==> src/rtl/detq_pkg.sv <==
// Shared types and constants for the double-ended task queue.
package detq_pkg;

   // Default number of words the ring buffer holds
   localparam int unsigned DEPTH_DEFAULT = 16;

   localparam int unsigned WORD_W   = 64;
   localparam int unsigned OPCODE_W = 3;
   localparam int unsigned STATUS_W = 2;
   localparam int unsigned COUNT_W  = 5;

   // Operation codes carried in the request
   typedef enum logic [OPCODE_W-1:0] {
      OP_PUSH_HEAD   = 3'd0,
      OP_PUSH_TAIL   = 3'd1,
      OP_POP_HEAD    = 3'd2,
      OP_POP_TAIL    = 3'd3,
      OP_VERIFY_HEAD = 3'd4
   } opcode_type;

   // Result status codes
   typedef enum logic [STATUS_W-1:0] {
      STAT_OK       = 2'd0,
      STAT_EMPTY    = 2'd1,
      STAT_FULL     = 2'd2,
      STAT_MISMATCH = 2'd3
   } status_type;

   // Controller states
   typedef enum logic {
      ST_IDLE = 1'b0,
      ST_EXEC = 1'b1
   } state_type;

   // Commands from controller to datapath
   typedef struct packed {
      logic load;    // capture request, start storage read
      logic commit;  // apply operation, load result register
   } cmd_type;

endpackage

==> src/rtl/detq_ram.sv <==
// Generic single-write, single-read RAM with registered read data.
module detq_ram #(
   parameter int unsigned WIDTH = 64,
   parameter int unsigned DEPTH = 16
) (
   input  logic                     clock,
   input  logic                     wr_en,
   input  logic [$clog2(DEPTH)-1:0] wr_addr,
   input  logic [WIDTH-1:0]         wr_data,
   input  logic                     rd_en,
   input  logic [$clog2(DEPTH)-1:0] rd_addr,
   output logic [WIDTH-1:0]         rd_data
);

   logic [WIDTH-1:0] mem_ff [DEPTH];
   logic [WIDTH-1:0] rd_data_ff;

   // Write port
   always_ff @(posedge clock) begin
      if (wr_en) begin
         mem_ff[wr_addr] <= wr_data;
      end
   end

   // Registered read port
   always_ff @(posedge clock) begin
      if (rd_en) begin
         rd_data_ff <= mem_ff[rd_addr];
      end
   end

   assign rd_data = rd_data_ff;

endmodule

==> src/rtl/detq_ctrl.sv <==
// Controller: request/response handshake and sequencing of each operation.
module detq_ctrl (
   input  logic              clock,
   input  logic              reset,
   input  logic              req_tvalid,
   output logic              req_tready,
   output logic              rsp_tvalid,
   input  logic              rsp_tready,
   output detq_pkg::cmd_type cmd
);

   detq_pkg::state_type state_ff, state_in;
   logic                rsp_valid_ff, rsp_valid_in;
   logic                accept;
   logic                commit;

   assign accept = req_tvalid && (state_ff == detq_pkg::ST_IDLE);
   // Result slot is free if empty or being drained this cycle
   assign commit = (state_ff == detq_pkg::ST_EXEC) && (!rsp_valid_ff || rsp_tready);

   // Next state
   always_comb begin
      state_in = state_ff;
      unique case (state_ff)
         detq_pkg::ST_IDLE: begin
            if (accept) state_in = detq_pkg::ST_EXEC;
         end
         detq_pkg::ST_EXEC: begin
            if (commit) state_in = detq_pkg::ST_IDLE;
         end
         default: state_in = detq_pkg::ST_IDLE;
      endcase
   end

   // Outputs
   always_comb begin
      req_tready = (state_ff == detq_pkg::ST_IDLE);
      cmd.load   = accept;
      cmd.commit = commit;
   end

   // Result valid flag
   always_comb begin
      if (commit) begin
         rsp_valid_in = 1'b1;
      end else if (rsp_tready) begin
         rsp_valid_in = 1'b0;
      end else begin
         rsp_valid_in = rsp_valid_ff;
      end
   end

   assign rsp_tvalid = rsp_valid_ff;

   always_ff @(posedge clock) begin
      if (reset) begin
         state_ff     <= detq_pkg::ST_IDLE;
         rsp_valid_ff <= 1'b0;
      end else begin
         state_ff     <= state_in;
         rsp_valid_ff <= rsp_valid_in;
      end
   end

endmodule

==> src/rtl/detq_dpath.sv <==
// Datapath: ring pointers, occupancy, word storage and result register.
module detq_dpath #(
   parameter int unsigned DEPTH = detq_pkg::DEPTH_DEFAULT
) (
   input  logic                          clock,
   input  logic                          reset,
   input  detq_pkg::cmd_type             cmd,
   input  logic [detq_pkg::OPCODE_W-1:0] opcode,
   input  logic [detq_pkg::WORD_W-1:0]   data_value,
   input  logic [detq_pkg::WORD_W-1:0]   expected_value,
   output logic [detq_pkg::WORD_W-1:0]   popped_value,
   output logic [detq_pkg::STATUS_W-1:0] status,
   output logic [detq_pkg::COUNT_W-1:0]  entry_count
);

   localparam int unsigned IDX_W = $clog2(DEPTH);
   localparam int unsigned CNT_W = $clog2(DEPTH + 1);
   localparam logic [IDX_W-1:0] LAST_IDX = IDX_W'(DEPTH - 1);
   localparam logic [CNT_W-1:0] FULL_CNT = CNT_W'(DEPTH);

   // Captured request
   logic [detq_pkg::OPCODE_W-1:0] op_ff;
   logic [detq_pkg::WORD_W-1:0]   data_ff;
   logic [detq_pkg::WORD_W-1:0]   expected_ff;

   // Queue state
   logic [IDX_W-1:0] head_ff, head_in;
   logic [IDX_W-1:0] tail_ff, tail_in;
   logic [CNT_W-1:0] occ_ff, occ_in;

   // Result register
   logic [detq_pkg::WORD_W-1:0]   popped_ff, popped_in;
   logic [detq_pkg::STATUS_W-1:0] status_ff;
   logic [detq_pkg::COUNT_W-1:0]  count_ff;
   detq_pkg::status_type          status_in;

   logic [IDX_W-1:0]            head_next, head_prev, tail_next, tail_prev;
   logic                        is_full, is_empty;
   logic [IDX_W-1:0]            rd_addr;
   logic [IDX_W-1:0]            wr_addr;
   logic                        wr_en;
   logic [detq_pkg::WORD_W-1:0] rd_data;
   logic [CNT_W+detq_pkg::COUNT_W-1:0] occ_wide;

   // Ring neighbors
   assign head_next = (head_ff == LAST_IDX) ? '0 : head_ff + 1'b1;
   assign head_prev = (head_ff == '0) ? LAST_IDX : head_ff - 1'b1;
   assign tail_next = (tail_ff == LAST_IDX) ? '0 : tail_ff + 1'b1;
   assign tail_prev = (tail_ff == '0) ? LAST_IDX : tail_ff - 1'b1;

   assign is_full  = (occ_ff == FULL_CNT);
   assign is_empty = (occ_ff == '0);

   // Read the word a pop would remove, as the request is taken
   assign rd_addr = (detq_pkg::opcode_type'(opcode) == detq_pkg::OP_POP_TAIL) ?
                    tail_prev : head_ff;

   // Operation decode at commit
   always_comb begin
      head_in   = head_ff;
      tail_in   = tail_ff;
      occ_in    = occ_ff;
      popped_in = '0;
      status_in = detq_pkg::STAT_OK;
      wr_en     = 1'b0;
      wr_addr   = tail_ff;
      unique case (detq_pkg::opcode_type'(op_ff))
         detq_pkg::OP_PUSH_HEAD: begin
            if (is_full) begin
               status_in = detq_pkg::STAT_FULL;
            end else begin
               wr_en   = 1'b1;
               wr_addr = head_prev;
               head_in = head_prev;
               occ_in  = occ_ff + 1'b1;
            end
         end
         detq_pkg::OP_PUSH_TAIL: begin
            if (is_full) begin
               status_in = detq_pkg::STAT_FULL;
            end else begin
               wr_en   = 1'b1;
               wr_addr = tail_ff;
               tail_in = tail_next;
               occ_in  = occ_ff + 1'b1;
            end
         end
         detq_pkg::OP_POP_HEAD, detq_pkg::OP_VERIFY_HEAD: begin
            if (is_empty) begin
               status_in = detq_pkg::STAT_EMPTY;
            end else if ((detq_pkg::opcode_type'(op_ff) == detq_pkg::OP_VERIFY_HEAD) &&
                         (rd_data != expected_ff)) begin
               status_in = detq_pkg::STAT_MISMATCH;
            end else begin
               popped_in = rd_data;
               head_in   = head_next;
               occ_in    = occ_ff - 1'b1;
            end
         end
         detq_pkg::OP_POP_TAIL: begin
            if (is_empty) begin
               status_in = detq_pkg::STAT_EMPTY;
            end else begin
               popped_in = rd_data;
               tail_in   = tail_prev;
               occ_in    = occ_ff - 1'b1;
            end
         end
         default: begin
            // unused opcodes: no operation
         end
      endcase
   end

   // Count reported in five bits
   assign occ_wide = {{detq_pkg::COUNT_W{1'b0}}, occ_in};

   // Request capture
   always_ff @(posedge clock) begin
      if (cmd.load) begin
         op_ff       <= opcode;
         data_ff     <= data_value;
         expected_ff <= expected_value;
      end
   end

   // Pointers and occupancy
   always_ff @(posedge clock) begin
      if (reset) begin
         head_ff <= '0;
         tail_ff <= '0;
         occ_ff  <= '0;
      end else if (cmd.commit) begin
         head_ff <= head_in;
         tail_ff <= tail_in;
         occ_ff  <= occ_in;
      end
   end

   // Result register
   always_ff @(posedge clock) begin
      if (cmd.commit) begin
         popped_ff <= popped_in;
         status_ff <= status_in;
         count_ff  <= occ_wide[detq_pkg::COUNT_W-1:0];
      end
   end

   assign popped_value = popped_ff;
   assign status       = status_ff;
   assign entry_count  = count_ff;

   // Word storage
   detq_ram #(
      .WIDTH (detq_pkg::WORD_W),
      .DEPTH (DEPTH)
   ) u_store (
      .clock   (clock),
      .wr_en   (wr_en && cmd.commit),
      .wr_addr (wr_addr),
      .wr_data (data_ff),
      .rd_en   (cmd.load),
      .rd_addr (rd_addr),
      .rd_data (rd_data)
   );

endmodule

==> src/rtl/double_ended_task_queue_unit.sv <==
// Top level of the double-ended task queue: handshake ports around controller and datapath.
//
// Bounded double-ended queue of 64-bit words held in a ring buffer of DEPTH entries.
// Request channel (req_): tuser carries the opcode (push head, push tail, pop head,
// pop tail, verify-pop head); tdata carries the word to push and the expected head word.
// Response channel (rsp_): exactly one response per request, in request order, with the
// removed word (zero when nothing is removed), a status in tuser and the occupancy after
// the operation.
// A taken request is captured and its storage read started in ST_IDLE; it commits in
// ST_EXEC once the output register is free, and its response is then valid.
// The storage read is registered, so each request is first captured and read, then
// committed; a new request is taken only once the previous one has committed.
// A push into a full queue is dropped with status full; pops on an empty queue report
// empty; a verify-pop whose head differs reports mismatch and leaves the queue intact.
// Reset empties the queue and drops any pending response; the stored words themselves
// are not cleared and need no clearing pass.
// When the receiver stalls, the finished response waits in the output register while
// the next request is still taken; that request commits once the register is free.
module double_ended_task_queue_unit #(
   parameter int unsigned DEPTH = detq_pkg::DEPTH_DEFAULT
) (
   input  logic         clock,
   input  logic         reset,
   input  logic         req_tvalid,
   output logic         req_tready,
   input  logic [127:0] req_tdata,  // data_value[63:0], expected_value[127:64]
   input  logic [2:0]   req_tuser,  // opcode[2:0]
   output logic         rsp_tvalid,
   input  logic         rsp_tready,
   output logic [71:0]  rsp_tdata,  // popped_value[63:0], entry_count[68:64], zero[71:69]
   output logic [1:0]   rsp_tuser   // status[1:0]
);

   detq_pkg::cmd_type             cmd;
   logic [detq_pkg::WORD_W-1:0]   popped_value;
   logic [detq_pkg::STATUS_W-1:0] status;
   logic [detq_pkg::COUNT_W-1:0]  entry_count;

   detq_ctrl u_ctrl (
      .clock      (clock),
      .reset      (reset),
      .req_tvalid (req_tvalid),
      .req_tready (req_tready),
      .rsp_tvalid (rsp_tvalid),
      .rsp_tready (rsp_tready),
      .cmd        (cmd)
   );

   detq_dpath #(
      .DEPTH (DEPTH)
   ) u_dpath (
      .clock          (clock),
      .reset          (reset),
      .cmd            (cmd),
      .opcode         (req_tuser),
      .data_value     (req_tdata[63:0]),
      .expected_value (req_tdata[127:64]),
      .popped_value   (popped_value),
      .status         (status),
      .entry_count    (entry_count)
   );

   // Response packing
   assign rsp_tdata = {3'b000, entry_count, popped_value};
   assign rsp_tuser = status;

endmodule

==> config.mk <==
export PLATFORM = sky130hd
export DESIGN_NAME = double_ended_task_queue_unit
export DESIGN_NICKNAME = d
export VERILOG_FILES = /design/src/rtl/detq_pkg.sv /design/src/rtl/detq_ram.sv /design/src/rtl/detq_ctrl.sv /design/src/rtl/detq_dpath.sv /design/src/rtl/double_ended_task_queue_unit.sv
export SDC_FILE = /design/constraint.sdc
export NUM_CORES = 2
export LEC_CHECK = 0
export BUFFER_PORTS_ARGS = -buffer_cell sky130_fd_sc_hd__clkbuf_2
export CORE_UTILIZATION = 55
export CTS_BUF_LIST = sky130_fd_sc_hd__clkbuf_8
export DETAILED_ROUTE_END_ITERATION = 6
export GPL_TIMING_DRIVEN = 1
export PLACE_DENSITY = 0.75
export SLEW_MARGIN = 20
export SYNTH_ARGS = -nofsm -noshare
export SYNTH_HDL_FRONTEND = slang
export SYNTH_HIERARCHICAL = 1
export SYNTH_SLANG_ARGS = --single-unit
==> constraint.sdc <==
create_clock -name clock -period 9.6 [get_ports clock]
set_input_delay 1.92 -clock clock [delete_from_list [all_inputs] [get_ports clock]]
set_output_delay 1.92 -clock clock [all_outputs]
set_load 0.01 [all_outputs]
# Word level (Yosys, flattened, before mapping)
# Memories as Yosys holds them, arrays and structs flattened. A register that Yosys moved wholly into a read port is not among the register bits.
# Cells that the tools add are included.
[word_totals]
regBits = 217
ram_bits = 1024
inputBits = 135
output_inout_bits = 76
wordCells = 87
memories = 1
[classes]
add_sub_neg = 6
eq_ne = 14
mux = 37
bitwise_logic = 1
n_reduce_logical = 17
[mem_list]
columns = ["name", "depth", "word_bits", "read_ports", "rd_ports_with_merged_regs", "write_ports", "line", "rtl"]
rows = [
  ["u_dpath.u_store.mem_ff", 16, 64, 1, 1, 1, "detq_ram.sv:15", "logic [WIDTH-1:0] mem_ff [DEPTH];"],
]
[op_table]
columns = ["operator", "n"]
rows = [
  ["two-way mux 64 bit", 3],
  ["one-hot mux 64 bit (2 select lines)", 1],
  ["inequality test 64 bit", 1],
  ["two-way mux 4 bit", 12],
  ["two-way mux 5 bit", 4],
  ["one-hot mux 4 bit (2 select lines)", 2],
  ["one-hot mux 5 bit (3 select lines)", 1],
  ["inequality test 2 bit (second input constant)", 5],
  ["equality test 3 x 2 -> 1 bit (second input constant)", 3],
  ["two-way mux 1 bit", 9],
  ["adder 4 x 1 -> 4 bit (second input constant)", 2],
  ["equality test 4 bit (second input constant)", 2],
  ["zero test 4 bit", 2],
  ["subtractor 4 x 1 -> 4 bit (second input constant)", 2],
  ["two-way mux 2 bit", 3],
  ["one-hot mux 2 bit (3 select lines)", 1],
  ["nonzero test 2 bit", 3],
  ["adder 5 x 1 -> 5 bit (second input constant)", 1],
  ["equality test 5 bit (second input constant)", 1],
  ["zero test 5 bit", 1],
  ["AND reduction 5 bit", 1],
  ["subtractor 5 x 1 -> 5 bit (second input constant)", 1],
  ["logical AND 1 bit", 4],
  ["AND reduction 4 bit", 1],
  ["other kinds (8)", 9],
]

# Logic depth before layout (Yosys ltp)
[logic_depth]
word_depth = 6
ltp_mapped = 12
depth_no_buf = 9

# Hierarchy
# Netlist, hierarchy kept.
[modules_own_cells]
columns = ["module", "instances", "cells_each", "area_each_um2", "seq_area_each_um2"]
rows = [
  ["detq_ram", 1, 1647, 40222.3, 32671.3],
  ["detq_dpath", 1, 598, 8898.5, 6326.1],
  ["detq_ctrl", 1, 11, 102.6, 40.0],
  ["double_ended_task_queue_unit", 1, 4, 26.3, 0.0],
]

# Worst setup path before layout
# Ideal clock, no wire load.
[synth_path]
kind = "in2reg"
start = "input port rsp_tready"
end = "memory u_dpath.u_store.mem_ff[0][0], enable pin"
setup_ns = 0.565
t_arrival_ns = 8.099
required_time_ns = 9.035
setup_slack_ns = 0.936
path_stages = 7
path_cell_list = "nand2b_1 -> and2_2 -> buf_4 -> clkbuf_1 -> and2_1 -> or3b_2 -> nor3_1"
[synth_between]
elab_chain_cells = 5
[synth_lines]
columns = ["element", "line", "rtl"]
rows = [
  ["start: declaration", "double_ended_task_queue_unit.sv:29", "input logic rsp_tready,"],
  ["logical OR 1 bit", "detq_ctrl.sv:19", "assign commit = (state_ff == detq_pkg::ST_EXEC) && (!rsp_valid_ff || rsp_tready);"],
  ["logical AND 1 bit", "detq_ctrl.sv:19", ""],
  ["named net u_ctrl.commit", "detq_ctrl.sv:15", "logic commit;"],
  ["logical AND 1 bit", "detq_dpath.sv:159", ".wr_en (wr_en && cmd.commit),"],
  ["two-way mux 1 bit", "detq_ram.sv:20", "if (wr_en) begin"],
  ["two-way mux 1 bit (not written as such)", "detq_ram.sv:21", "mem_ff[wr_addr] <= wr_data;"],
  ["end: declaration", "detq_ram.sv:15", ""],
]
# The timed path passes the listed nets, and every way through them passes these cells.

# Worst setup path after layout
[layout_path]
start = "register u_dpath.occ_ff[0]"
end = "memory u_dpath.u_store.mem_ff[7][34], enable pin"
[layout_lines]
columns = ["element", "line", "rtl"]
rows = [
  ["start: declaration", "detq_dpath.sv:29", "logic [CNT_W-1:0] occ_ff, occ_in;"],
  ["start signal: assignment", "detq_dpath.sv:136", "occ_ff <= occ_in;"],
  ["equality test 5 bit", "detq_dpath.sv:51", "assign is_full = (occ_ff == FULL_CNT);"],
  ["two-way mux 4 bit", "detq_dpath.sv:69", "if (is_full) begin"],
  ["two-way mux 4 bit", "--", ""],
  ["named net u_dpath.wr_addr[0]", "detq_dpath.sv:40", "logic [IDX_W-1:0] wr_addr;"],
]
# The timed path passes the listed nets, and every way through them passes these cells.

==> results.md <==
* Reg power frac at 0.581
* Worst r2r src: u_dpath/occ_ff[0]
* Post-synth design cell area at 49250 um2
* Initial detailed-routing violation count at 3143
* Setup WS pre-CTS at 4.029 ns
* Fin worst setup slack at 4.090 ns
* Total gr overflow at 0
* Die area at slightly above 90000 um2
* Clk_skew at a little under 0.05 ns
* RSZ-0062 raised after global routing: false
* Clock sinks at 1305
* Critical Path AT at 5.97 ns
* Row cnt at 109
* Relative slew slack at 0.02171
* Async S/R FF share, synth at 0
* Hold Crit Start: u_ctrl/state_ff
* RePlAce Congestion at 0.8472
* Clock network fraction of design power at 0.364
* Switching power at about 2.6 mW
* Drt wl/cell at 29.27 um
* Post-synth EDFFs at between 1000 and 1500
* Clk slew on worst S/H paths at 0.07 ns
* Top cells by area, synth: edfxtp_1 (79%), mux4_2 (12%), a22oi_1 (2.0%)
* Share of cells above drive strength 1 at 0.2829
* CTS tree: yes
* Count leader, synth: edfxtp_1
* Hold Path End: u_ctrl/rsp_tvalid
* Worst EP required at around 10 ns
* Post-cts repair resize count at 0
* Fin nets at 2735
* Failing checks: DRC, capacitance limit
* DRT antenna net count at 0
* Final routed DRC violation total at 51
* Tmin final at between 5 and 6 ns
* Root Driver: clkbuf_8
* Fin util at 0.6242
* Clock Latency Late Sink at 0.87 ns
* CTS Hold Buffers Added at 0
* Starting Density at 0.5564
* Via/cell ratio at 6.330
* H-tree levels at 4
* Critical Path End Type: flip-flop
* Tightest Pin Transition at around 1.5 ns
* Outcome: finished, violations left
* Final setup TNS at 0 ns
* Die W at ~300 um
* Vias in the first global route at ~25000
* Initial antenna violation count at 5
* Post-CTS Setup Repair Bufs at 0
* Via count at 24810
* Crit Reg-Reg Endpoint: u_dpath/u_store/mem_ff[7][34]
* P_leak at between 15 and 20 nW
* Fmax at 181.5 MHz
* Dpl hpwl at about 60 mm
* Combinational power share at 0.056
* CP Max Fanout at 41
* Area share of the largest cell type after synthesis at 0.7865
* Max-cap violations at 1
* R2R Setup Slk at between 4 and 5 ns
* Switching Share at 0.2295
* Power Dens Cells at 203.4 nW/um2
* Worst Setup SP: u_dpath/occ_ff[0]
* Io pins at 211
* WHS Path Cells at 2
* Peak VDD IR at 0.1215 mV
* CP peak stage delay at 0.97 ns
* Synth-to-Final Area Change at 12.17%
* Startpoint types: flip-flop
* Pint at about 8.7 mW
* First-pass GRT wire length at roughly 160 mm
* Post-synthesis register bit count at 1305
* Routed wire length at about 110 mm
* Top cells by count, synth: edfxtp_1 (1290), mux4_2 (256), a22oi_1 (129), nand2_1 (82), xnor2_1 (68)
* Total Routing Usage GR at 0.2558
* Pin count of the biggest net entering global routing at between 100 and 150
* Die height at between 300 and 400 um
* Min-delay worst type: reg -> reg
* Reg area at ~39000 um2
* Post-synthesis sequential area ratio at 0.7926
* Total clock buffers created by CTS at 196
* PortBufs at about 210
* Final hold violation count at 0
* Cell Chain, Critical Path: inv_1 -> ha_1 -> or3b_4 -> o21ai_0 -> nor2_2 -> a31oi_1 -> nand2_1 -> nor2_4 -> buf_4
* Synth cell types at 63
* Max Buffers Root-to-Sink at 3
* Final worst-path cycle share at 0.5739
* Yosys warnings at 6
* Fin. max-slew vios at 0
* Number of fill cells at between 5000 and 6000
* Critical path class: reg -> reg
* Placed inst area at 51690 um2
* Power, Total at 11.23 mW
* Final setup viols at 0
* Synth Flop Type: edfxtp_1
* Slowest cell on crit path: nor2_4
* Area of the multi-input gates at approximately 10000 um2
* Design Area, Final at 55240 um2
* Cells after synthesis at between 2000 and 2500
* Yosys top cell by area: edfxtp_1
* DRT Pass-1 Iters at 7
* R2R depth at 9
* Syn_area_per_cell at about 22 um2
* Core area at 88510 um2
-- how the worst max path moves through the flow --
stage | slack [ns] | endpoint
final | 4.09 | u_dpath/u_store/mem_ff[7][34]
after global routing | 3.96 | u_dpath/u_store/mem_ff[7][43]
after CTS | 4.19 | u_dpath/u_store/mem_ff[7][60]
after global placement | 4.09 | u_dpath/u_store/rd_data[32]
after detailed placement | 4.03 | u_dpath/u_store/rd_data[37]
after floorplan | 0.94 | u_dpath/u_store/mem_ff[0][0]
-- logic make-up (layout without fill, tap and decap cells) --
logic type,Yosys count,count (layout),share of synthesized area
compound gates,216,216,0.03117
xor+xnor,69,69,0.01227
fa+ha+maj,7,7,0.001778
buf+inv,128,616,0.01296
flops,1305,1305,0.7926
mux,265,265,0.1190
other cells,1,7,0.00007614
simple gates,269,269,0.03008
-- state kept, by name, summed over array words and instances (netlist names) --
signal                   flops
u_ctrl/rsp_tvalid            1
u_dpath/op_ff                3
u_dpath/occ_ff               5
u_dpath/tail_ff              4
u_dpath/u_store/mem_ff    1024
u_dpath/head_ff              4
u_ctrl/state_ff              1
u_dpath/popped_value        64
u_dpath/u_store/rd_data     64
u_dpath/entry_count          5
u_dpath/expected_ff         64
u_dpath/status               2
u_dpath/data_ff             64
-- placed cells by master, fill, tap and decap left out, types with 5 or more instances in the layout --
cell type	synthesis	final
xnor2_1	68	68
edfxtp_1	1290	1290
nand4_1	18	18
a22oi_1	129	129
o21ai_0	16	15
clkbuf_2	0	207
inv_1	11	94
mux4_2	256	256
nand3_1	9	9
nor2_4	0	13
nand3b_1	5	5
inv_6	0	5
nor4_1	7	7
nand2b_1	7	7
dfxtp_1	15	15
clkinv_1	0	47
clkbuf_8	0	197
mux2_2	5	5
a21oi_1	30	28
ha_1	7	7
nor2_1	42	29
buf_4	11	39
nor3b_1	64	64
clkinv_2	0	9
a31oi_1	5	5
nand2_1	82	82
-- metal layers --
layer	up-vias	share of wire	track usage
li1	10150	-	-
met1	12910	0.39	0.3712
met2	1540	0.48	0.3937
met3	205	0.11	0.05691
met4	4	0.022	0.07614
met5	-	0.00048	0
-- power groups by stage --
stage,sequential [mW],clock [mW],combinational [mW]
finish,6.52,4.09,0.627
CTS,6.52,4.16,0.626
detailed placement,6.64,0,0.624
global route,6.53,4.40,0.666
global placement,6.63,0,0.613
floorplan,6.58,0,0.416
-- per-stage QoR --
step | hold slack, ns | instances
after detailed placement | 0.5280 | 3559
after global routing | 0.5618 | 3919
after global placement | 0.5124 | 3559
final | 0.5419 | 3919
after floorplan | 0.5085 | 2262
after CTS | 0.5324 | 3914
-- critical path: cells and delay by family, from the launching register on --
kind	cells	cell delay, ns
flops	1	0.48
compound gates	2	1.13
simple gates	4	2.03
buf+inv	2	1.01
fa+ha+maj	1	0.36
-- area by class of cell --
class / instances / share of cell area
multi-input cells: 829 / 0.1767
repair buffers: 250 / 0.02564
flip-flops and latches: 1305 / 0.7066
inverters: 11 / 0.0007474
diodes: 4 / 0.0001812
clock inverters: 158 / 0.01465
clock buffers: 197 / 0.04908
well taps: 1165 / 0.02639
Note: power is estimated with default switching activity, not from simulation.
